==> src/hdl/modbus_rtu_server_unit_macros.svh <==
// ----------------------------------------------------------------------------
// Modbus RTU server assertion macros
// Shorthand for clocked concurrent checks used by the server RTL.
// ----------------------------------------------------------------------------
`ifndef MODBUS_RTU_SERVER_UNIT_MACROS_SVH
`define MODBUS_RTU_SERVER_UNIT_MACROS_SVH

// Same-cycle implication, sampled on clk, held off during reset.
`define MRS_ASSERT_SAME(lbl, ante, cons, msg) \
  lbl: assert property (@(posedge clk) disable iff (!rst_n) (ante) |-> (cons)) \
    else $error(msg);

// Next-cycle implication, sampled on clk, held off during reset.
`define MRS_ASSERT_NEXT(lbl, ante, cons, msg) \
  lbl: assert property (@(posedge clk) disable iff (!rst_n) (ante) |=> (cons)) \
    else $error(msg);

`endif

==> src/hdl/mrs_pkg.sv <==
// ----------------------------------------------------------------------------
// Modbus RTU server package
// Word types, protocol codes, sequencer states and the CRC-16 byte step.
// ----------------------------------------------------------------------------
package mrs_pkg;

  typedef struct packed {
    logic [1:0]  req_type;
    logic [7:0]  rx_byte;
    logic [3:0]  reg_slot;
    logic [15:0] reg_value;
  } in_item_t;

  typedef struct packed {
    logic        out_kind;
    logic [7:0]  tx_byte;
    logic        tx_last;
    logic [15:0] read_value;
  } out_item_t;

  localparam int CFG_IDX_W  = 3;
  localparam int CFG_DATA_W = 16;
  localparam int CNT_W      = 5;

  localparam logic [CFG_IDX_W-1:0] CFG_ENABLE   = 3'd0;
  localparam logic [CFG_IDX_W-1:0] CFG_SADDR    = 3'd1;
  localparam logic [CFG_IDX_W-1:0] CFG_HBASE    = 3'd2;
  localparam logic [CFG_IDX_W-1:0] CFG_HCOUNT   = 3'd3;
  localparam logic [CFG_IDX_W-1:0] CFG_IBASE    = 3'd4;
  localparam logic [CFG_IDX_W-1:0] CFG_ICOUNT   = 3'd5;
  localparam logic [CFG_IDX_W-1:0] CFG_GAP      = 3'd6;
  localparam logic [CFG_IDX_W-1:0] CFG_TURN     = 3'd7;

  localparam logic [1:0] REQ_BYTE = 2'd0;
  localparam logic [1:0] REQ_TICK = 2'd1;
  localparam logic [1:0] REQ_SET  = 2'd2;
  localparam logic [1:0] REQ_GET  = 2'd3;

  localparam logic KIND_BYTE = 1'b0;
  localparam logic KIND_READ = 1'b1;

  localparam logic [7:0] FC_RD_HOLD = 8'h03;
  localparam logic [7:0] FC_RD_INP  = 8'h04;
  localparam logic [7:0] FC_WR_ONE  = 8'h06;
  localparam logic [7:0] FC_WR_MANY = 8'h10;
  localparam logic [7:0] EXC_FUNC   = 8'h01;
  localparam logic [7:0] EXC_ADDR   = 8'h02;
  localparam logic [7:0] EXC_VALUE  = 8'h03;
  localparam logic [7:0] EXC_FLAG   = 8'h80;

  localparam logic [15:0] RD_QTY_MAX = 16'd125;
  localparam logic [15:0] WR_QTY_MAX = 16'd123;
  localparam logic [15:0] CRC_POLY   = 16'hA001;
  localparam logic [15:0] CRC_INIT   = 16'hFFFF;

  typedef enum logic [1:0] {PH_HUNT, PH_RECV, PH_WAIT} phase_t;

  typedef enum logic [1:0] {MD_EXC, MD_ECHO, MD_READ} mode_t;

  typedef enum logic [3:0] {
    SQ_IDLE, SQ_APP, SQ_SCAN, SQ_DECIDE, SQ_WREQ_H, SQ_WREQ_L, SQ_WDAT,
    SQ_HDR, SQ_RREQ, SQ_RHI, SQ_RLO, SQ_CRC_LO, SQ_CRC_HI, SQ_EMIT_RD, SQ_EMIT_LD
  } seq_t;

  // One byte of the reflected CRC-16.
  function automatic logic [15:0] crc_byte(input logic [15:0] c, input logic [7:0] b);
    logic [15:0] x;
    x = c ^ {8'h00, b};
    for (int i = 0; i < 8; i++) begin
      x = x[0] ? ((x >> 1) ^ CRC_POLY) : (x >> 1);
    end
    return x;
  endfunction

endpackage

==> src/hdl/mrs_if.sv <==
// ----------------------------------------------------------------------------
// Modbus RTU server channels
// Valid/ready word channels for requests and results.
// ----------------------------------------------------------------------------
interface mrs_in_if;
  logic               valid;
  logic               ready;
  mrs_pkg::in_item_t  data;
  modport source (output valid, output data, input ready);
  modport sink   (input valid, input data, output ready);
endinterface

interface mrs_out_if;
  logic               valid;
  logic               ready;
  mrs_pkg::out_item_t data;
  modport source (output valid, output data, input ready);
  modport sink   (input valid, input data, output ready);
endinterface

==> src/hdl/mrs_byte_ram.sv <==
// ----------------------------------------------------------------------------
// Byte RAM
// Simple dual-port memory, one write and one registered read per cycle.
// ----------------------------------------------------------------------------
module mrs_byte_ram #(
  parameter int DEPTH = 128,
  parameter int AW    = 7
) (
  input  logic          clk,
  input  logic          we,
  input  logic [AW-1:0] waddr,
  input  logic [7:0]    wdata,
  input  logic [AW-1:0] raddr,
  output logic [7:0]    rdata
);
  logic [7:0] mem [DEPTH];
  logic [7:0] rdata_r;

  always_ff @(posedge clk) begin
    if (we) begin
      mem[waddr] <= wdata;
    end
    rdata_r <= mem[raddr];
  end

  assign rdata = rdata_r;
endmodule

==> src/hdl/mrs_regfile.sv <==
// ----------------------------------------------------------------------------
// Register store
// 16-bit word memory with per-entry valid bits; unwritten entries read zero.
// ----------------------------------------------------------------------------
module mrs_regfile #(
  parameter int DEPTH = 16,
  parameter int AW    = 4
) (
  input  logic          clk,
  input  logic          rst_n,
  input  logic          we,
  input  logic [AW-1:0] waddr,
  input  logic [15:0]   wdata,
  input  logic [AW-1:0] raddr,
  output logic [15:0]   rdata
);
  logic [15:0]    mem [DEPTH];
  logic [DEPTH-1:0] vld_r;
  logic [15:0]    rdata_r;
  logic           rvld_r;

  always_ff @(posedge clk) begin
    if (!rst_n) begin
      vld_r  <= '0;
      rvld_r <= 1'b0;
    end else begin
      if (we) begin
        vld_r[waddr] <= 1'b1;
      end
      rvld_r <= vld_r[raddr];
    end
  end

  always_ff @(posedge clk) begin
    if (we) begin
      mem[waddr] <= wdata;
    end
    rdata_r <= mem[raddr];
  end

  assign rdata = rvld_r ? rdata_r : 16'h0000;
endmodule

==> src/hdl/modbus_rtu_server_unit.sv <==
// ----------------------------------------------------------------------------
// Modbus RTU server unit
// Address hunt, frame buffering, CRC check, register service and reply burst.
// ----------------------------------------------------------------------------
// A byte, set or tick word is handled in the idle state that accepts it; a holding read
// passes through SQ_APP, which loads the registered store word into the result register.
// A frame-ending tick runs the frame RAM scan, then builds the reply (written registers,
// header, reads, CRC); a releasing tick sends it a byte at a time as out_ch takes each.
// Throughput: one word at a time; the frame RAM read port bounds the scan.
// Reset (synchronous, rst_n low): hunt phase, empty registers read zero, config defaults.
module modbus_rtu_server_unit #(
  parameter int MAX_FRAME = 128,
  parameter int REG_DEPTH = 16
) (
  input  logic                             clk,
  input  logic                             rst_n,
  mrs_in_if.sink                           in_ch,
  mrs_out_if.source                        out_ch,
  input  logic                             cfg_we,
  input  logic [mrs_pkg::CFG_IDX_W-1:0]    cfg_idx,
  input  logic [mrs_pkg::CFG_DATA_W-1:0]   cfg_wdata
);
  import mrs_pkg::*;

  `include "modbus_rtu_server_unit_macros.svh"

  localparam int FW     = $clog2(MAX_FRAME);
  localparam int LW     = $clog2(MAX_FRAME + 1);
  localparam int RW     = (REG_DEPTH > 1) ? $clog2(REG_DEPTH) : 1;
  localparam int TX_MAX = 5 + 2 * REG_DEPTH;
  localparam int TW     = $clog2(TX_MAX);
  localparam int TLW    = $clog2(TX_MAX + 1);

  // Configuration registers
  logic             en_r;
  logic [7:0]       saddr_r;
  logic [15:0]      hbase_r, ibase_r, gap_r, turn_r;
  logic [CNT_W-1:0] hcnt_r, icnt_r;

  always_ff @(posedge clk) begin
    if (!rst_n) begin
      en_r    <= 1'b0;
      saddr_r <= 8'h00;
      hbase_r <= 16'h0000;
      hcnt_r  <= 5'd16;
      ibase_r <= 16'h0000;
      icnt_r  <= 5'd16;
      gap_r   <= 16'd2;
      turn_r  <= 16'd5;
    end else if (cfg_we) begin
      unique case (cfg_idx)
        CFG_ENABLE: en_r    <= cfg_wdata[0];
        CFG_SADDR:  saddr_r <= cfg_wdata[7:0];
        CFG_HBASE:  hbase_r <= cfg_wdata;
        CFG_HCOUNT: hcnt_r  <= cfg_wdata[CNT_W-1:0];
        CFG_IBASE:  ibase_r <= cfg_wdata;
        CFG_ICOUNT: icnt_r  <= cfg_wdata[CNT_W-1:0];
        CFG_GAP:    gap_r   <= cfg_wdata;
        CFG_TURN:   turn_r  <= cfg_wdata;
        default: ;
      endcase
    end
  end

  // Sequencer and datapath state
  seq_t             seq_r, seq_nxt;
  phase_t           phase_r, phase_nxt;
  mode_t            mode_r, mode_nxt;
  logic [LW-1:0]    len_r, len_nxt;
  logic [15:0]      tick_r, tick_nxt;
  logic [7:0]       hdr_r [7];
  logic [7:0]       hdr_nxt [7];
  logic [15:0]      rxcrc_r, rxcrc_nxt;
  logic [15:0]      crc_r, crc_nxt;
  logic [LW-1:0]    sc_rd_r, sc_rd_nxt, sc_dt_r, sc_dt_nxt;
  logic             dv_r, dv_nxt;
  logic [7:0]       code_r, code_nxt;
  logic             isin_r, isin_nxt;
  logic [CNT_W-1:0] off_r, off_nxt, k_r, k_nxt;
  logic [15:0]      n_r, n_nxt;
  logic [7:0]       hi_r, hi_nxt;
  logic [2:0]       bidx_r, bidx_nxt;
  logic [TLW-1:0]   wp_r, wp_nxt, txlen_r, txlen_nxt, ek_r, ek_nxt;
  out_item_t        out_r, out_nxt;
  logic             out_valid_r, out_valid_nxt;
  logic             slot_ok_r, slot_ok_nxt;

  // Memory ports
  logic          fs_we;
  logic [FW-1:0] fs_waddr, fs_raddr;
  logic [7:0]    fs_wdata, fs_rd;
  logic          h_we, i_we;
  logic [RW-1:0] h_waddr, h_raddr, i_waddr, i_raddr;
  logic [15:0]   h_wdata, i_wdata, h_rd, i_rd;
  logic          tx_we;
  logic [TW-1:0] tx_waddr, tx_raddr;
  logic [7:0]    tx_wdata, tx_rd;

  mrs_byte_ram #(.DEPTH(MAX_FRAME), .AW(FW)) u_frame (
    .clk(clk), .we(fs_we), .waddr(fs_waddr), .wdata(fs_wdata),
    .raddr(fs_raddr), .rdata(fs_rd));

  mrs_byte_ram #(.DEPTH(TX_MAX), .AW(TW)) u_reply (
    .clk(clk), .we(tx_we), .waddr(tx_waddr), .wdata(tx_wdata),
    .raddr(tx_raddr), .rdata(tx_rd));

  mrs_regfile #(.DEPTH(REG_DEPTH), .AW(RW)) u_hold (
    .clk(clk), .rst_n(rst_n), .we(h_we), .waddr(h_waddr), .wdata(h_wdata),
    .raddr(h_raddr), .rdata(h_rd));

  mrs_regfile #(.DEPTH(REG_DEPTH), .AW(RW)) u_inp (
    .clk(clk), .rst_n(rst_n), .we(i_we), .waddr(i_waddr), .wdata(i_wdata),
    .raddr(i_raddr), .rdata(i_rd));

  // Handshake: take a word only when idle with the result register empty
  in_item_t d;
  logic     acc, out_free;
  assign d            = in_ch.data;
  assign in_ch.ready  = (seq_r == SQ_IDLE) && !out_valid_r;
  assign acc          = in_ch.valid && in_ch.ready;
  assign out_free     = !out_valid_r || out_ch.ready;
  assign out_ch.valid = out_valid_r;
  assign out_ch.data  = out_r;

  logic is_byte, is_tick, slot_ok;
  assign is_byte = acc && (d.req_type == REQ_BYTE) && en_r;
  assign is_tick = acc && (d.req_type == REQ_TICK) && en_r;
  assign slot_ok = int'(d.reg_slot) < REG_DEPTH;

  // Tick counter saturates at full scale
  logic [15:0]   tick_inc;
  logic          gap_hit, turn_hit;
  logic [LW-1:0] len_inc;
  assign tick_inc = (tick_r == 16'hFFFF) ? tick_r : tick_r + 16'd1;
  assign gap_hit  = tick_inc >= gap_r;
  assign turn_hit = tick_inc >= turn_r;
  assign len_inc  = len_r + LW'(1);

  // Scan bookkeeping
  logic scan_last;
  assign scan_last = dv_r && (sc_dt_r == len_r - LW'(1));

  // Frame decode, from the captured header
  logic [7:0]       fc, bc;
  logic [15:0]      addr, qty, base, off;
  logic [CNT_W-1:0] cnt_raw, cnt;
  logic [9:0]       len_ext, need;
  logic             known, len_bad, qty_bad, range_bad, crc_ok, drop;
  logic [7:0]       exc_code;
  logic             exc;

  assign fc      = hdr_r[1];
  assign addr    = {hdr_r[2], hdr_r[3]};
  assign qty     = {hdr_r[4], hdr_r[5]};
  assign bc      = hdr_r[6];
  assign cnt_raw = (fc == FC_RD_INP) ? icnt_r : hcnt_r;
  assign cnt     = (int'(cnt_raw) > REG_DEPTH) ? CNT_W'(REG_DEPTH) : cnt_raw;
  assign base    = (fc == FC_RD_INP) ? ibase_r : hbase_r;
  assign off     = addr - base;
  assign len_ext = 10'(len_r);
  assign need    = 10'(bc) + 10'd9;
  assign crc_ok  = (rxcrc_r == crc_r);
  assign known   = (fc == FC_RD_HOLD) || (fc == FC_RD_INP) || (fc == FC_WR_ONE) ||
                   (fc == FC_WR_MANY);
  assign len_bad = (fc == FC_WR_MANY) ? ((len_ext < 10'd9) || (len_ext != need))
                                      : (len_ext != 10'd8);
  assign qty_bad = (fc == FC_WR_MANY)
                 ? ((qty == 16'd0) || (qty > WR_QTY_MAX) || ({9'd0, bc} != {qty, 1'b0}))
                 : ((qty == 16'd0) || (qty > RD_QTY_MAX));
  assign range_bad = (fc == FC_WR_ONE)
                   ? (off >= 16'(cnt))
                   : ((off >= 16'(cnt)) || (17'(off) + 17'(qty) > 17'(cnt)));
  assign drop = !crc_ok || (known && len_bad);

  always_comb begin
    exc      = 1'b1;
    exc_code = EXC_FUNC;
    if (!known) begin
      exc_code = EXC_FUNC;
    end else if ((fc != FC_WR_ONE) && qty_bad) begin
      exc_code = EXC_VALUE;
    end else if (range_bad) begin
      exc_code = EXC_ADDR;
    end else begin
      exc = 1'b0;
    end
  end

  // Register index of the current transfer and frame index of write data
  logic [CNT_W-1:0] ofk;
  logic [7:0]       fi_hi, fi_lo;
  logic             k_last, hdr_last, emit_last;
  assign ofk       = off_r + k_r;
  assign fi_hi     = 8'd7 + {2'b00, k_r, 1'b0};
  assign fi_lo     = 8'd8 + {2'b00, k_r, 1'b0};
  assign k_last    = (k_r + CNT_W'(1)) == n_r[CNT_W-1:0];
  assign hdr_last  = bidx_r == ((mode_r == MD_ECHO) ? 3'd5 : 3'd2);
  assign emit_last = (ek_r + TLW'(1)) == txlen_r;

  logic [7:0] hdr_sel;
  always_comb begin
    case (bidx_r)
      3'd0:    hdr_sel = hdr_r[0];
      3'd1:    hdr_sel = (mode_r == MD_EXC) ? (hdr_r[1] | EXC_FLAG) : hdr_r[1];
      3'd2:    hdr_sel = (mode_r == MD_EXC)  ? code_r :
                         (mode_r == MD_READ) ? {n_r[6:0], 1'b0} : hdr_r[2];
      3'd3:    hdr_sel = hdr_r[3];
      3'd4:    hdr_sel = hdr_r[4];
      default: hdr_sel = hdr_r[5];
    endcase
  end

  // Next state
  always_comb begin
    seq_nxt = seq_r;
    unique case (seq_r)
      SQ_IDLE: begin
        if (acc && (d.req_type == REQ_GET)) begin
          seq_nxt = SQ_APP;
        end else if (is_tick && (phase_r == PH_RECV) && gap_hit &&
                     (len_r >= LW'(4))) begin
          seq_nxt = SQ_SCAN;
        end else if (is_tick && (phase_r == PH_WAIT) && turn_hit) begin
          seq_nxt = SQ_EMIT_RD;
        end
      end
      SQ_APP:    seq_nxt = SQ_IDLE;
      SQ_SCAN:   if (scan_last) seq_nxt = SQ_DECIDE;
      SQ_DECIDE: begin
        if (drop) begin
          seq_nxt = SQ_IDLE;
        end else if (!exc && (fc == FC_WR_MANY)) begin
          seq_nxt = SQ_WREQ_H;
        end else begin
          seq_nxt = SQ_HDR;
        end
      end
      SQ_WREQ_H: seq_nxt = SQ_WREQ_L;
      SQ_WREQ_L: seq_nxt = SQ_WDAT;
      SQ_WDAT:   seq_nxt = k_last ? SQ_HDR : SQ_WREQ_H;
      SQ_HDR: begin
        if (hdr_last) begin
          seq_nxt = (mode_r == MD_READ) ? SQ_RREQ : SQ_CRC_LO;
        end
      end
      SQ_RREQ:    seq_nxt = SQ_RHI;
      SQ_RHI:     seq_nxt = SQ_RLO;
      SQ_RLO:     seq_nxt = k_last ? SQ_CRC_LO : SQ_RREQ;
      SQ_CRC_LO:  seq_nxt = SQ_CRC_HI;
      SQ_CRC_HI:  seq_nxt = SQ_IDLE;
      SQ_EMIT_RD: if (out_free) seq_nxt = SQ_EMIT_LD;
      SQ_EMIT_LD: seq_nxt = emit_last ? SQ_IDLE : SQ_EMIT_RD;
      default:    seq_nxt = SQ_IDLE;
    endcase
  end

  // Datapath and memory control
  logic       push, push_upd;
  logic [7:0] push_b;
  logic [15:0] reg_rd;
  assign reg_rd = isin_r ? i_rd : h_rd;

  always_comb begin
    phase_nxt     = phase_r;
    mode_nxt      = mode_r;
    len_nxt       = len_r;
    tick_nxt      = tick_r;
    hdr_nxt       = hdr_r;
    rxcrc_nxt     = rxcrc_r;
    crc_nxt       = crc_r;
    sc_rd_nxt     = sc_rd_r;
    sc_dt_nxt     = sc_dt_r;
    dv_nxt        = 1'b0;
    code_nxt      = code_r;
    isin_nxt      = isin_r;
    off_nxt       = off_r;
    n_nxt         = n_r;
    k_nxt         = k_r;
    hi_nxt        = hi_r;
    bidx_nxt      = bidx_r;
    wp_nxt        = wp_r;
    txlen_nxt     = txlen_r;
    ek_nxt        = ek_r;
    out_nxt       = out_r;
    out_valid_nxt = out_valid_r && !out_ch.ready;
    slot_ok_nxt   = slot_ok_r;
    fs_we    = 1'b0;
    fs_waddr = len_r[FW-1:0];
    fs_wdata = d.rx_byte;
    fs_raddr = sc_rd_r[FW-1:0];
    h_we     = 1'b0;
    h_waddr  = ofk[RW-1:0];
    h_wdata  = {hi_r, fs_rd};
    h_raddr  = ofk[RW-1:0];
    i_we     = 1'b0;
    i_waddr  = RW'(d.reg_slot);
    i_wdata  = d.reg_value;
    i_raddr  = ofk[RW-1:0];
    tx_raddr = ek_r[TW-1:0];
    push     = 1'b0;
    push_upd = 1'b1;
    push_b   = hdr_sel;

    unique case (seq_r)
      SQ_IDLE: begin
        if (acc && (d.req_type == REQ_SET)) begin
          i_we = slot_ok;
        end
        if (acc && (d.req_type == REQ_GET)) begin
          h_raddr     = RW'(d.reg_slot);
          slot_ok_nxt = slot_ok;
        end
        if (is_byte && (phase_r == PH_HUNT) && (d.rx_byte == saddr_r)) begin
          fs_we     = 1'b1;
          fs_waddr  = '0;
          len_nxt   = LW'(1);
          tick_nxt  = 16'd0;
          phase_nxt = PH_RECV;
        end
        if (is_byte && (phase_r == PH_RECV)) begin
          fs_we    = 1'b1;
          len_nxt  = len_inc;
          tick_nxt = 16'd0;
          // drop an overlong frame and go back to hunting
          if (len_inc >= LW'(MAX_FRAME)) phase_nxt = PH_HUNT;
        end
        if (is_tick && (phase_r == PH_RECV)) begin
          tick_nxt = tick_inc;
          if (gap_hit) begin
            tick_nxt  = 16'd0;
            sc_rd_nxt = '0;
            crc_nxt   = CRC_INIT;
            if (len_r < LW'(4)) phase_nxt = PH_HUNT;
          end
        end
        if (is_tick && (phase_r == PH_WAIT)) begin
          tick_nxt = tick_inc;
          if (turn_hit) begin
            tick_nxt = 16'd0;
            ek_nxt   = '0;
          end
        end
      end
      SQ_APP: begin
        out_valid_nxt      = 1'b1;
        out_nxt.out_kind   = KIND_READ;
        out_nxt.tx_byte    = 8'h00;
        out_nxt.tx_last    = 1'b0;
        out_nxt.read_value = slot_ok_r ? h_rd : 16'h0000;
      end
      SQ_SCAN: begin
        // issue the next read, fold the byte that came back
        if (sc_rd_r < len_r) begin
          sc_rd_nxt = sc_rd_r + LW'(1);
          sc_dt_nxt = sc_rd_r;
          dv_nxt    = 1'b1;
        end
        if (dv_r) begin
          if (sc_dt_r < len_r - LW'(2)) crc_nxt = crc_byte(crc_r, fs_rd);
          if (sc_dt_r == len_r - LW'(2)) rxcrc_nxt[7:0] = fs_rd;
          if (sc_dt_r == len_r - LW'(1)) rxcrc_nxt[15:8] = fs_rd;
          for (int j = 0; j < 7; j++) begin
            if (sc_dt_r == LW'(j)) hdr_nxt[j] = fs_rd;
          end
        end
      end
      SQ_DECIDE: begin
        crc_nxt  = CRC_INIT;
        wp_nxt   = '0;
        bidx_nxt = 3'd0;
        k_nxt    = '0;
        isin_nxt = (fc == FC_RD_INP);
        off_nxt  = off[CNT_W-1:0];
        n_nxt    = qty;
        code_nxt = exc_code;
        if (exc) begin
          mode_nxt = MD_EXC;
        end else if ((fc == FC_WR_ONE) || (fc == FC_WR_MANY)) begin
          mode_nxt = MD_ECHO;
        end else begin
          mode_nxt = MD_READ;
        end
        if (!drop && !exc && (fc == FC_WR_ONE)) begin
          h_we    = 1'b1;
          h_waddr = RW'(off[CNT_W-1:0]);
          h_wdata = qty;
        end
        if (drop) phase_nxt = PH_HUNT;
      end
      SQ_WREQ_H: fs_raddr = FW'(fi_hi);
      SQ_WREQ_L: begin
        fs_raddr = FW'(fi_lo);
        hi_nxt   = fs_rd;
      end
      SQ_WDAT: begin
        h_we  = 1'b1;
        k_nxt = k_r + CNT_W'(1);
        if (k_last) k_nxt = '0;
      end
      SQ_HDR: begin
        push     = 1'b1;
        bidx_nxt = bidx_r + 3'd1;
      end
      SQ_RREQ: ;
      SQ_RHI: begin
        push   = 1'b1;
        push_b = reg_rd[15:8];
        hi_nxt = reg_rd[7:0];
      end
      SQ_RLO: begin
        push   = 1'b1;
        push_b = hi_r;
        k_nxt  = k_r + CNT_W'(1);
      end
      SQ_CRC_LO: begin
        push     = 1'b1;
        push_upd = 1'b0;
        push_b   = crc_r[7:0];
      end
      SQ_CRC_HI: begin
        push      = 1'b1;
        push_upd  = 1'b0;
        push_b    = crc_r[15:8];
        txlen_nxt = wp_r + TLW'(1);
        phase_nxt = PH_WAIT;
        tick_nxt  = 16'd0;
      end
      SQ_EMIT_RD: ;
      SQ_EMIT_LD: begin
        out_valid_nxt      = 1'b1;
        out_nxt.out_kind   = KIND_BYTE;
        out_nxt.tx_byte    = tx_rd;
        out_nxt.tx_last    = emit_last;
        out_nxt.read_value = 16'h0000;
        ek_nxt             = ek_r + TLW'(1);
        if (emit_last) begin
          phase_nxt = PH_HUNT;
          tick_nxt  = 16'd0;
        end
      end
      default: ;
    endcase

    // append one reply byte, folding it into the running CRC unless it is a CRC byte
    if (push) begin
      wp_nxt = wp_r + TLW'(1);
      if (push_upd) crc_nxt = crc_byte(crc_r, push_b);
    end
  end

  assign tx_we    = push;
  assign tx_waddr = wp_r[TW-1:0];
  assign tx_wdata = push_b;

  // Control state
  always_ff @(posedge clk) begin
    if (!rst_n) begin
      seq_r       <= SQ_IDLE;
      phase_r     <= PH_HUNT;
      len_r       <= '0;
      tick_r      <= 16'd0;
      out_valid_r <= 1'b0;
      dv_r        <= 1'b0;
    end else begin
      seq_r       <= seq_nxt;
      phase_r     <= phase_nxt;
      len_r       <= len_nxt;
      tick_r      <= tick_nxt;
      out_valid_r <= out_valid_nxt;
      dv_r        <= dv_nxt;
    end
  end

  // Payload and working registers
  always_ff @(posedge clk) begin
    mode_r    <= mode_nxt;
    hdr_r     <= hdr_nxt;
    rxcrc_r   <= rxcrc_nxt;
    crc_r     <= crc_nxt;
    sc_rd_r   <= sc_rd_nxt;
    sc_dt_r   <= sc_dt_nxt;
    code_r    <= code_nxt;
    isin_r    <= isin_nxt;
    off_r     <= off_nxt;
    n_r       <= n_nxt;
    k_r       <= k_nxt;
    hi_r      <= hi_nxt;
    bidx_r    <= bidx_nxt;
    wp_r      <= wp_nxt;
    txlen_r   <= txlen_nxt;
    ek_r      <= ek_nxt;
    out_r     <= out_nxt;
    slot_ok_r <= slot_ok_nxt;
  end

  // Checks
  `MRS_ASSERT_SAME(a_scan_len, seq_r == SQ_SCAN, len_r >= LW'(4), "scan of a short frame")
  `MRS_ASSERT_SAME(a_reply_fit, seq_r == SQ_CRC_HI, wp_r < TLW'(TX_MAX), "reply overflow")
  `MRS_ASSERT_NEXT(a_emit_end, (seq_r == SQ_EMIT_LD) && emit_last, (phase_r == PH_HUNT) && out_valid_r && out_r.tx_last, "reply end lost")
endmodule
==> src/flat_wrapper.sv <==
// flat-port wrapper written by rule: the top's interface ports become plain ports
module modbus_rtu_server_unit_flat import mrs_pkg::*;
#(
  parameter int MAX_FRAME = 128,
  parameter int REG_DEPTH = 16
)
  (clk, rst_n, cfg_we, cfg_idx, cfg_wdata, in_ch_valid, in_ch_data, in_ch_ready, out_ch_valid, out_ch_data, out_ch_ready);
  mrs_in_if in_ch_i ();
  mrs_out_if out_ch_i ();
  input  logic clk;
  input  logic rst_n;
  input  logic cfg_we;
  input  logic [mrs_pkg::CFG_IDX_W-1:0] cfg_idx;
  input  logic [mrs_pkg::CFG_DATA_W-1:0] cfg_wdata;
  input wire logic [$bits(in_ch_i.valid)-1:0] in_ch_valid;
  input wire logic [$bits(in_ch_i.data)-1:0] in_ch_data;
  output wire logic [$bits(in_ch_i.ready)-1:0] in_ch_ready;
  output wire logic [$bits(out_ch_i.valid)-1:0] out_ch_valid;
  output wire logic [$bits(out_ch_i.data)-1:0] out_ch_data;
  input wire logic [$bits(out_ch_i.ready)-1:0] out_ch_ready;
  assign in_ch_i.valid = in_ch_valid;
  assign in_ch_i.data = in_ch_data;
  assign in_ch_ready = in_ch_i.ready;
  assign out_ch_valid = out_ch_i.valid;
  assign out_ch_data = out_ch_i.data;
  assign out_ch_i.ready = out_ch_ready;
  modbus_rtu_server_unit #(.MAX_FRAME(MAX_FRAME), .REG_DEPTH(REG_DEPTH)) u_core (.clk(clk), .rst_n(rst_n), .in_ch(in_ch_i), .out_ch(out_ch_i), .cfg_we(cfg_we), .cfg_idx(cfg_idx), .cfg_wdata(cfg_wdata));
endmodule
==> config.mk <==
export PLATFORM = sky130hd
export DESIGN_NAME = modbus_rtu_server_unit_flat
export DESIGN_NICKNAME = d
export VERILOG_FILES = /design/src/hdl/mrs_pkg.sv /design/src/hdl/mrs_if.sv /design/src/hdl/mrs_byte_ram.sv /design/src/hdl/mrs_regfile.sv /design/src/hdl/modbus_rtu_server_unit.sv /design/src/flat_wrapper.sv
export VERILOG_INCLUDE_DIRS = /design/src /design/src/hdl
export SDC_FILE = /design/constraint.sdc
export NUM_CORES = 2
export LEC_CHECK = 0
export BUFFER_PORTS_ARGS = -buffer_cell sky130_fd_sc_hd__clkbuf_2
export CORE_ASPECT_RATIO = 0.9
export CORE_MARGIN = 1
export CORE_UTILIZATION = 45
export DETAILED_ROUTE_END_ITERATION = 7
export GPL_TIMING_DRIVEN = 0
export PLACE_DENSITY_LB_ADDON = 0.05
export SLEW_MARGIN = 20
export SYNTH_ARGS = -nofsm -noshare
export SYNTH_HDL_FRONTEND = slang
export SYNTH_SLANG_ARGS = --single-unit
==> constraint.sdc <==
create_clock -name clk -period 6.93 [get_ports clk]
set_input_delay 0.3465 -clock clk [delete_from_list [all_inputs] [get_ports clk]]
set_output_delay 0.3465 -clock clk [all_outputs]
set_load 0.005 [all_outputs]
; ---- Word level (Yosys, flattened, before mapping)
; Memory sizes are Yosys's and may differ from the RTL's. A register that Yosys moved wholly into a read port is not among the register bits.
; Cells that the tools add are included.
[op_classes]
add_sub_neg = 15
n_mul = 0
div_mod_pow = 0
n_lt_le_gt_ge = 19
n_eq_ne = 66
n_shift = 0
mux = 126
bitwise = 21
n_reduce_logical = 88
[ops]
columns = operator, count
row1 = 2-to-1 mux 16 bit, 36
row2 = one-hot mux 16 bit (3 select lines), 2
row3 = 2-to-1 mux 8 bit, 8
row4 = one-hot mux 26 bit (2 select lines), 1
row5 = one-hot mux 4 bit (13 select lines), 1
row6 = 2-to-1 mux 4 bit, 12
row7 = inverter 2 -> 3 bit, 16
row8 = "equality test 8 x 3 -> 1 bit, second input constant", 5
row9 = one-hot mux 8 bit (5 select lines), 1
row10 = AND reduction 3 bit, 12
row11 = greater-or-equal comparator 16 bit, 2
row12 = "> comparator 16 x 7 -> 1 bit, second input constant", 2
row13 = bitwise OR 16 bit, 2
row14 = one-hot mux 8 bit (2 select lines), 2
row15 = one-hot mux 8 bit (4 select lines), 1
row16 = XOR 16 x 8 -> 16 bit, 2
row17 = 2-to-1 mux 2 bit, 15
row18 = "equality test 4 bit, second input constant", 7
row19 = 2-to-1 mux 1 bit, 27
row20 = logical AND 1 bit, 25
row21 = "equality test 8 x 2 -> 1 bit, second input constant", 3
row22 = equality test 8 bit, 3
row23 = 2-to-1 mux 6 bit, 4
row24 = AND reduction 2 bit, 11
row25 = 71 further kinds, 135
[totals]
register_bits = 335
latchBits = 0
mem_bits_rw = 1832
mem_bits_ro = 0
wordCells = 385
memories = 4
[memory_table]
columns = name, words, word_bits, read_ports, rd_ports_with_merged_regs, write_ports, line
row1 = u_core.u_frame.mem, 128, 8, 1, 1, 1, mrs_byte_ram.sv:16  ; logic [7:0] mem [DEPTH];
row2 = u_core.u_reply.mem, 37, 8, 1, 1, 1, mrs_byte_ram.sv:16
row3 = u_core.u_hold.mem, 16, 16, 1, 1, 1, mrs_regfile.sv:17  ; logic [15:0] mem [DEPTH];
row4 = u_core.u_inp.mem, 16, 16, 1, 1, 1, mrs_regfile.sv:17

; ---- Logic depth before layout (Yosys ltp)
[logic_depth]
depth_word = 24
ltp_mapped = 27
mapped_depth_nobuf = 25

; ---- By module
; Synthesis repeated with hierarchy kept, for this count alone.
[unflattened]
hier_cells = 5220
hier_area_um2 = 91531.5
[by_module_without_submodules]
columns = mod, instances, cells_each, area_each_um2
row1 = mrs_byte_ram (u_core.u_frame), 1, 1635, 39665.5
row2 = mrs_regfile, 2, 502, 10820.4
row3 = modbus_rtu_server_unit, 1, 1922, 18186.2
row4 = mrs_byte_ram (u_core.u_reply), 1, 659, 12039.0

; ---- Least setup slack after synthesis
; Ideal clock, no wire load.
[synth_timing]
kind = reg-to-reg
from = reg u_core.hdr_r (netlist bit u_core.fc[5])
to = mem u_core.u_hold.mem[3][0] (enable)
arrival_ps = 6747
required_time_ps = 6514
slack_ps = -233
stages_incl_launch_ff = 20
path_buffers = 3
synth_period_minus_slack_ps = 7163
path_cell_list = edfxtp_1 > nor3_1 > and3_1 > and2_1 > clkbuf_1 > buf_1 > clkbuf_1 > mux2i_1 > ha_1 > nor2b_1 > o21a_1 > nor2_1 > ha_1 > o21a_1 > a211oi_1 > o2111ai_1 > or4_1 > nor4_4 > nand2_1 > o32ai_1
[synth_between]
elab_chain_cells = 17
word_cells_on_any_way = 36
classes_between = add/sub: 2 / order compare: 3 / eq/ne: 5 / mux: 15 / reduce/logical: 11
[synth_lines]
columns = element, line
row1 = from (decl), modbus_rtu_server_unit.sv:71  ; logic [7:0] hdr_r [7];
row2 = from (signal assigned), modbus_rtu_server_unit.sv:477  ; hdr_r <= hdr_nxt;
row3 = equality test 8 x 3 -> 1 bit (*), modbus_rtu_server_unit.sv:158  ; assign base = (fc == FC_RD_INP) ? ibase_r : hbase_r;
row4 = 2-to-1 mux 16 bit (*), modbus_rtu_server_unit.sv:158
row5 = subtractor 16 bit (*), modbus_rtu_server_unit.sv:159  ; assign off = addr - base;
row6 = net u_core.off[3], modbus_rtu_server_unit.sv:145  ; logic [15:0] addr, qty, base, off;
row7 = adder 16 x 16 -> 17 bit, modbus_rtu_server_unit.sv:172  ; : ((off >= 16'(cnt)) || (17'(off) + 17'(qty) > 17'(cnt)));
row8 = > comparator 17 x 5 -> 1 bit, modbus_rtu_server_unit.sv:172
row9 = logical OR 1 bit, modbus_rtu_server_unit.sv:172
row10 = 2-to-1 mux 1 bit, modbus_rtu_server_unit.sv:171  ; ? (off >= 16'(cnt))
row11 = 2-to-1 mux 1 bit, modbus_rtu_server_unit.sv:182  ; end else if (range_bad) begin
row12 = 2-to-1 mux 1 bit, modbus_rtu_server_unit.sv:180  ; end else if ((fc != FC_WR_ONE) && qty_bad) begin
row13 = 2-to-1 mux 1 bit, modbus_rtu_server_unit.sv:178  ; if (!known) begin
row14 = logical NOT 1 bit, modbus_rtu_server_unit.sv:383  ; if (!drop && !exc && (fc == FC_WR_ONE)) begin
row15 = logical AND 1 bit (2 in series), modbus_rtu_server_unit.sv:383
row16 = 2-to-1 mux 1 bit, modbus_rtu_server_unit.sv:383
row17 = one-hot mux 1 bit (2 select lines), modbus_rtu_server_unit.sv:304  ; unique case (seq_r)
row18 = 2-to-1 mux 1 bit, mrs_regfile.sv:35  ; if (we) begin
row19 = 2-to-1 mux 1 bit (not written as such), mrs_regfile.sv:36  ; mem[waddr] <= wdata;
row20 = to (decl), mrs_regfile.sv:17
; The timed path passes the listed nets; every way through them passes the cells marked *.

; ---- Worst setup path after layout
[layout_timing]
from = reg u_core.hdr_r (netlist bit u_core.fc[5])
to = mem u_core.u_hold.mem[8][11], data pin
[layout_between]
elab_chain_cells = 15
word_cells_on_any_way = 32
classes_between = add/sub: 2 / order compare: 3 / eq/ne: 5 / mux: 11 / reduce/logical: 11
[layout_lines]
columns = element, line
row1 = equality test 8 x 3 -> 1 bit (*), modbus_rtu_server_unit.sv:158
row2 = 2-to-1 mux 16 bit (*), modbus_rtu_server_unit.sv:158
row3 = subtractor 16 bit (*), modbus_rtu_server_unit.sv:159
row4 = net u_core.off[3], modbus_rtu_server_unit.sv:145
row5 = adder 16 x 16 -> 17 bit, modbus_rtu_server_unit.sv:172
row6 = > comparator 17 x 5 -> 1 bit, modbus_rtu_server_unit.sv:172
row7 = logical OR 1 bit, modbus_rtu_server_unit.sv:172
row8 = 2-to-1 mux 1 bit (*), modbus_rtu_server_unit.sv:171
row9 = 2-to-1 mux 1 bit (*), modbus_rtu_server_unit.sv:182
row10 = 2-to-1 mux 1 bit (*), modbus_rtu_server_unit.sv:180
row11 = 2-to-1 mux 1 bit (*), modbus_rtu_server_unit.sv:178
row12 = logical NOT 1 bit (*), modbus_rtu_server_unit.sv:383
row13 = logical AND 1 bit (*) (2 in series), modbus_rtu_server_unit.sv:383
row14 = 2-to-1 mux 16 bit (*), modbus_rtu_server_unit.sv:383
row15 = 2-to-1 mux 16 bit (*), modbus_rtu_server_unit.sv:304
row16 = net u_core.h_wdata[11], modbus_rtu_server_unit.sv:94  ; logic [15:0] h_wdata, i_wdata, h_rd, i_rd;
; Marks and branches as above.

==> impl_metrics.prom <==
# TYPE chip_impl_metric gauge
chip_impl_metric{name="synth_enable_flop_cells",unit=""} 1996
chip_impl_metric{name="synth-async-reset-ratio",unit="%"} 0
chip_impl_metric{name="critical_path_arrival",unit="ns"} 7.18
chip_impl_info{name="run_status",value="complete, no violations"} 1
chip_impl_metric{name="worstSkewPairLatency",unit="ns"} 0.88
chip_impl_metric{name="die_w",unit="um"} 481
chip_impl_metric{name="final_max_slew_viol_count",unit=""} 0
chip_impl_info{name="yosys-top-cells-count",value="edfxtp_1, nand2_1, a211oi_1, nor2_1, nor2b_1"} 1
chip_impl_metric{name="worstPathBufferInverterCount",unit=""} 5
chip_impl_metric{name="design.core.area",unit="sq um"} 206000
chip_impl_metric{name="cap_viol_max_count",unit=""} 0
chip_impl_metric{name="power_density",unit="nW/um^2"} 325
chip_impl_metric{name="p_total",unit="mW"} 34.4
chip_impl_metric{name="count_of_buffers_inserted_at_the_top_level_ports",unit=""} 77
chip_impl_info{name="path_class",value="register to register"} 1
chip_impl_metric{name="synth.cell_area",unit="sq um"} 93100
chip_impl_metric{name="grt_start_max_net_pins",unit=""} 102
chip_impl_info{name="root_buffer",value="clkbuf_16"} 1
chip_impl_metric{name="postRouteWirelength",unit="um"} 285000
chip_impl_metric{name="globalRouteTotalUtil",unit="%"} 27.1
chip_impl_metric{name="initialDrtViolationCount",unit=""} 7154
chip_impl_metric{name="post-route-drc-count",unit=""} 0
chip_impl_metric{name="final.setup_skew",unit="ns"} 0.0418
chip_impl_metric{name="clock_tree.buffer_depth",unit=""} 3
chip_impl_metric{name="count_of_clock_tree_sinks",unit=""} 2209
chip_impl_info{name="synth.area.top_cells",value="edfxtp_1, mux4_2, dfxtp_1, nand2_1, a211oi_1"} 1
chip_impl_metric{name="clk_pin_slew_worst_paths",unit="ns"} 0.06
chip_impl_metric{name="post_drt_wl_per_cell",unit="um"} 29.1
chip_impl_metric{name="worstPathMaxFanout",unit=""} 16
chip_impl_info{name="hold_path_class",value="input port to register"} 1
chip_impl_info{name="crit_path_top_delay_cell",value="or4b_1"} 1
chip_impl_info{name="crit_family",value="simple AND/OR/NAND/NOR gates"} 1
chip_impl_metric{name="numCtsBuffers",unit=""} 223
chip_impl_metric{name="antenna_violations_before_repair",unit=""} 21
chip_impl_metric{name="detail_route.first_pass.iterations",unit=""} 8
chip_impl_metric{name="synth.top_cell.area_share",unit="%"} 64.4
chip_impl_metric{name="synthesis.yosys.warnings",unit=""} 0
chip_impl_metric{name="flow.area_growth_from_synthesis",unit="%"} 13.7
chip_impl_metric{name="routed_vias_inst",unit=""} 5.97
chip_impl_metric{name="post-route-period-util",unit="%"} 97.0
chip_impl_metric{name="io_pins",unit=""} 82
chip_impl_metric{name="timing.final.hold_violations",unit=""} 0
chip_impl_metric{name="cp.required",unit="ns"} 7.39
chip_impl_metric{name="rows",unit=""} 158
chip_impl_info{name="cts_tree",value="built"} 1
chip_impl_metric{name="finalWorstPathRequiredPeriod",unit="ns"} 6.72
chip_impl_metric{name="grt_first_pass_wirelength",unit="um"} 403000
chip_impl_metric{name="vdd_ir_drop_max",unit="mV"} 0.344
chip_impl_info{name="cp-end-kind",value="register"} 1
chip_impl_metric{name="proportion_of_synthesized_chip_area_in_sequential_cells",unit="%"} 69.0
chip_impl_metric{name="fp.dieArea",unit="sq um"} 209000
chip_impl_metric{name="register_bit_total_from_synthesis",unit=""} 2209
chip_impl_metric{name="timing.fmax",unit="GHz"} 0.149
chip_impl_info{name="timing.critical_path.cells",value="nor3_4, and3_1, and2_4, buf_6, buf_8, mux2i_1, ha_1, nor2b_1, o21a_1, nor2_4, ha_1, o21a_1, a211oi_1, o2111ai_1, or4_1, or4b_1, buf_2, buf_2, clkbuf_1, nand2_1, nand2_1"} 1
chip_impl_metric{name="first_global_vias",unit=""} 55800
chip_impl_metric{name="synth.net_count",unit=""} 6668
chip_impl_metric{name="hold_slack",unit="ns"} 0.0629
chip_impl_metric{name="detailroute.via_count",unit=""} 58600
chip_impl_metric{name="die_h",unit="um"} 434
chip_impl_metric{name="synth_area_per_cell",unit="sq um"} 14.3
chip_impl_metric{name="start_util",unit="%"} 45.2
chip_impl_info{name="synthFlopType",value="edfxtp_1"} 1
chip_impl_metric{name="route.antenna.remaining_nets",unit=""} 0
chip_impl_metric{name="slew_headroom",unit="%"} 19.8
chip_impl_metric{name="synth.distinct_cells",unit=""} 83
chip_impl_metric{name="report.final.setup_viol",unit=""} 0
chip_impl_metric{name="nFillCells",unit=""} 17500
chip_impl_metric{name="hpwl",unit="um"} 199000
chip_impl_metric{name="globalRouteOverflowTotal",unit=""} 0
chip_impl_metric{name="critical_path.max_stage_delay",unit="ns"} 0.59
chip_impl_metric{name="slew_worst_pin",unit="ns"} 1.20
chip_impl_metric{name="cts_max_level",unit=""} 4
chip_impl_metric{name="drive_above_1_share",unit="%"} 12.1
chip_impl_info{name="yosysMostFrequentCell",value="edfxtp_1"} 1
chip_impl_info{name="rsz_0062_raised_after_global_routing",value="no"} 1
chip_impl_metric{name="leakage",unit="nW"} 34.0
chip_impl_metric{name="gate_count_of_the_mapped_netlist",unit=""} 6500
chip_impl_metric{name="globalplace.congestion",unit=""} 0.925
chip_impl_info{name="post-synth-top-area-cell",value="edfxtp_1"} 1
chip_impl_metric{name="finish.net_count",unit=""} 7062
chip_impl_info{name="cp-start-kind",value="register"} 1
[cell type report]
cell class / count / area, sq um / share of cell area (%)
buffer: 415 / 1660 / 1.57
inverter: 81 / 304 / 0.287
clock inverter: 118 / 1030 / 0.969
timing repair buffer: 170 / 1750 / 1.65
sequential: 2209 / 64200 / 60.6
tap: 2720 / 3400 / 3.21
clock buffer: 302 / 6110 / 5.77
multi-input combinational: 3794 / 27400 / 25.9
antenna: 2 / 5.00 / 0.00473
[state kept, by name, indices dropped and copies added (netlist names), 16 cells and up]
name                   flops
u_core.u_frame.mem      1024
u_core.u_reply.mem       296
u_core.u_hold.mem        256
u_core.u_inp.mem         256
u_core.out_ch.data        26
u_core.hdr_r              24
u_core.addr               16
u_core.crc_r              16
u_core.gap_r              16
u_core.hbase_r            16
u_core.ibase_r            16
u_core.rxcrc_r            16
u_core.tick_r             16
u_core.turn_r             16
u_core.u_hold.rdata_r     16
u_core.u_hold.vld_r       16
u_core.u_inp.rdata_r      16
u_core.u_inp.vld_r        16
[metal layers]
layer  global-route usage (%)  wire [um]  up-vias
li1                         -          -    25800
met3                     5.03      24400      360
met4                     6.56       6690       10
met1                     42.8     134000    29900
met2                     38.2     120000     2457
met5                        0         60        -
[worst paths after layout]
kind	from	endpoint	slack (ns)	depth (start not counted)
worst max-delay path	u_core.fc[5]$_DFFE_PP_	u_core.u_hold.mem[8][11]$_DFFE_PP_	0.21	21
worst min-delay path	in_ch_data[16]	u_core.u_inp.mem[4][12]$_DFFE_PP_	0.06	2
worst max register to register	u_core.fc[5]$_DFFE_PP_	u_core.u_hold.mem[8][11]$_DFFE_PP_	0.21	21
worst min register to register	u_core.u_hold.vld_r[5]$_SDFFE_PN0P_	u_core.u_hold.vld_r[5]$_SDFFE_PN0P_	0.46	1
[where the power goes]
| group | leakage (nW) | total [mW] | internal [mW] | switching, mW |
|---|---|---|---|---|
| clock network | 3.48 | 11.9 | 6.69 | 5.18 |
| logic | 10.7 | 7.25 | 1.89 | 5.36 |
| registers | 19.8 | 15.3 | 15.0 | 0.295 |
| total | 34.0 | 34.4 | 23.5 | 10.8 |
[cells by family (layout without fill, tap and decap cells)]
| family | Yosys count | after routing | synth area share [%] |
|---|---|---|---|
| DFF | 2209 | 2209 | 69.0 |
| buffers and inverters | 497 | 1086 | 2.08 |
| xor gates and xnor gates | 163 | 163 | 1.55 |
| and+or+nand+nor | 1860 | 1860 | 9.25 |
| adders and majority gates | 114 | 114 | 1.56 |
| AOI/OAI and AO/OA | 1328 | 1328 | 10.1 |
| other | 0 | 2 | 0 |
| muxes | 329 | 329 | 6.56 |
[layout by cell type (no fill, tap or decap), types with 36 or more instances in the layout]
cell,instances
nor3_1,36
clkinv_1,46
buf_1,43
nand3_1,60
xnor2_1,97
mux4_2,224
nor2_1,301
clkinv_2,42
clkbuf_1,362
a31oi_1,139
buf_2,57
a21oi_1,226
inv_1,76
ha_1,111
nand2_1,883
dfxtp_1,213
clkbuf_16,229
nor2b_1,317
o21a_1,46
o21ai_0,72
a211oi_1,394
clkbuf_2,82
a311oi_1,139
a21boi_0,79
a21o_1,48
edfxtp_1,1996
xor2_1,62
and2_1,37
dlygate4sd3_1,38
mux2i_1,91
[through the flow]
| step | setup slack [ns] | instances | instance area [sq um] | utilization (%) | setup TNS [ns] |
|---|---|---|---|---|---|
| final | 0.208 | 9811 | 106000 | 51.4 | 0 |
| after global routing | 0.00512 | 9809 | 106000 | 51.4 | 0 |
| after CTS | 0.0171 | 9807 | 106000 | 51.4 | 0 |
| after detailed placement | -2.22 | 9338 | 98000 | 47.6 | -971.66 |
| after global placement | -4.48 | 9297 | 96900 | 47.1 | -1265.73 |
| after floorplan | -0.233 | 6500 | 93100 | - | -12.04 |
[worst reg2reg max path, cell delays in order (launching register included)]
cell and delay (ns):
edfxtp_1 0.43, nor3_4 0.28, and3_1 0.23, and2_4 0.20
buf_6 0.19, buf_8 0.22, mux2i_1 0.32, ha_1 0.28
nor2b_1 0.16, o21a_1 0.27, nor2_4 0.44, ha_1 0.33
o21a_1 0.17, a211oi_1 0.35, o2111ai_1 0.20, or4_1 0.48
or4b_1 0.59, buf_2 0.24, buf_2 0.21, clkbuf_1 0.25
nand2_1 0.13, nand2_1 0.37
[timing repair]
| item | CTS | global route |
|---|---|---|
| setup endpoints to repair | 534 | 199 |
| pin swaps | 8 | 8 |
| endpoints found under the hold margin | 465 | 0 |
| hold buffers | 38 | 0 |
| buffers inserted | 12 | 2 |
| gates resized for setup | 20 | 15 |
No activity file was read; power rests on OpenSTA's default activity.
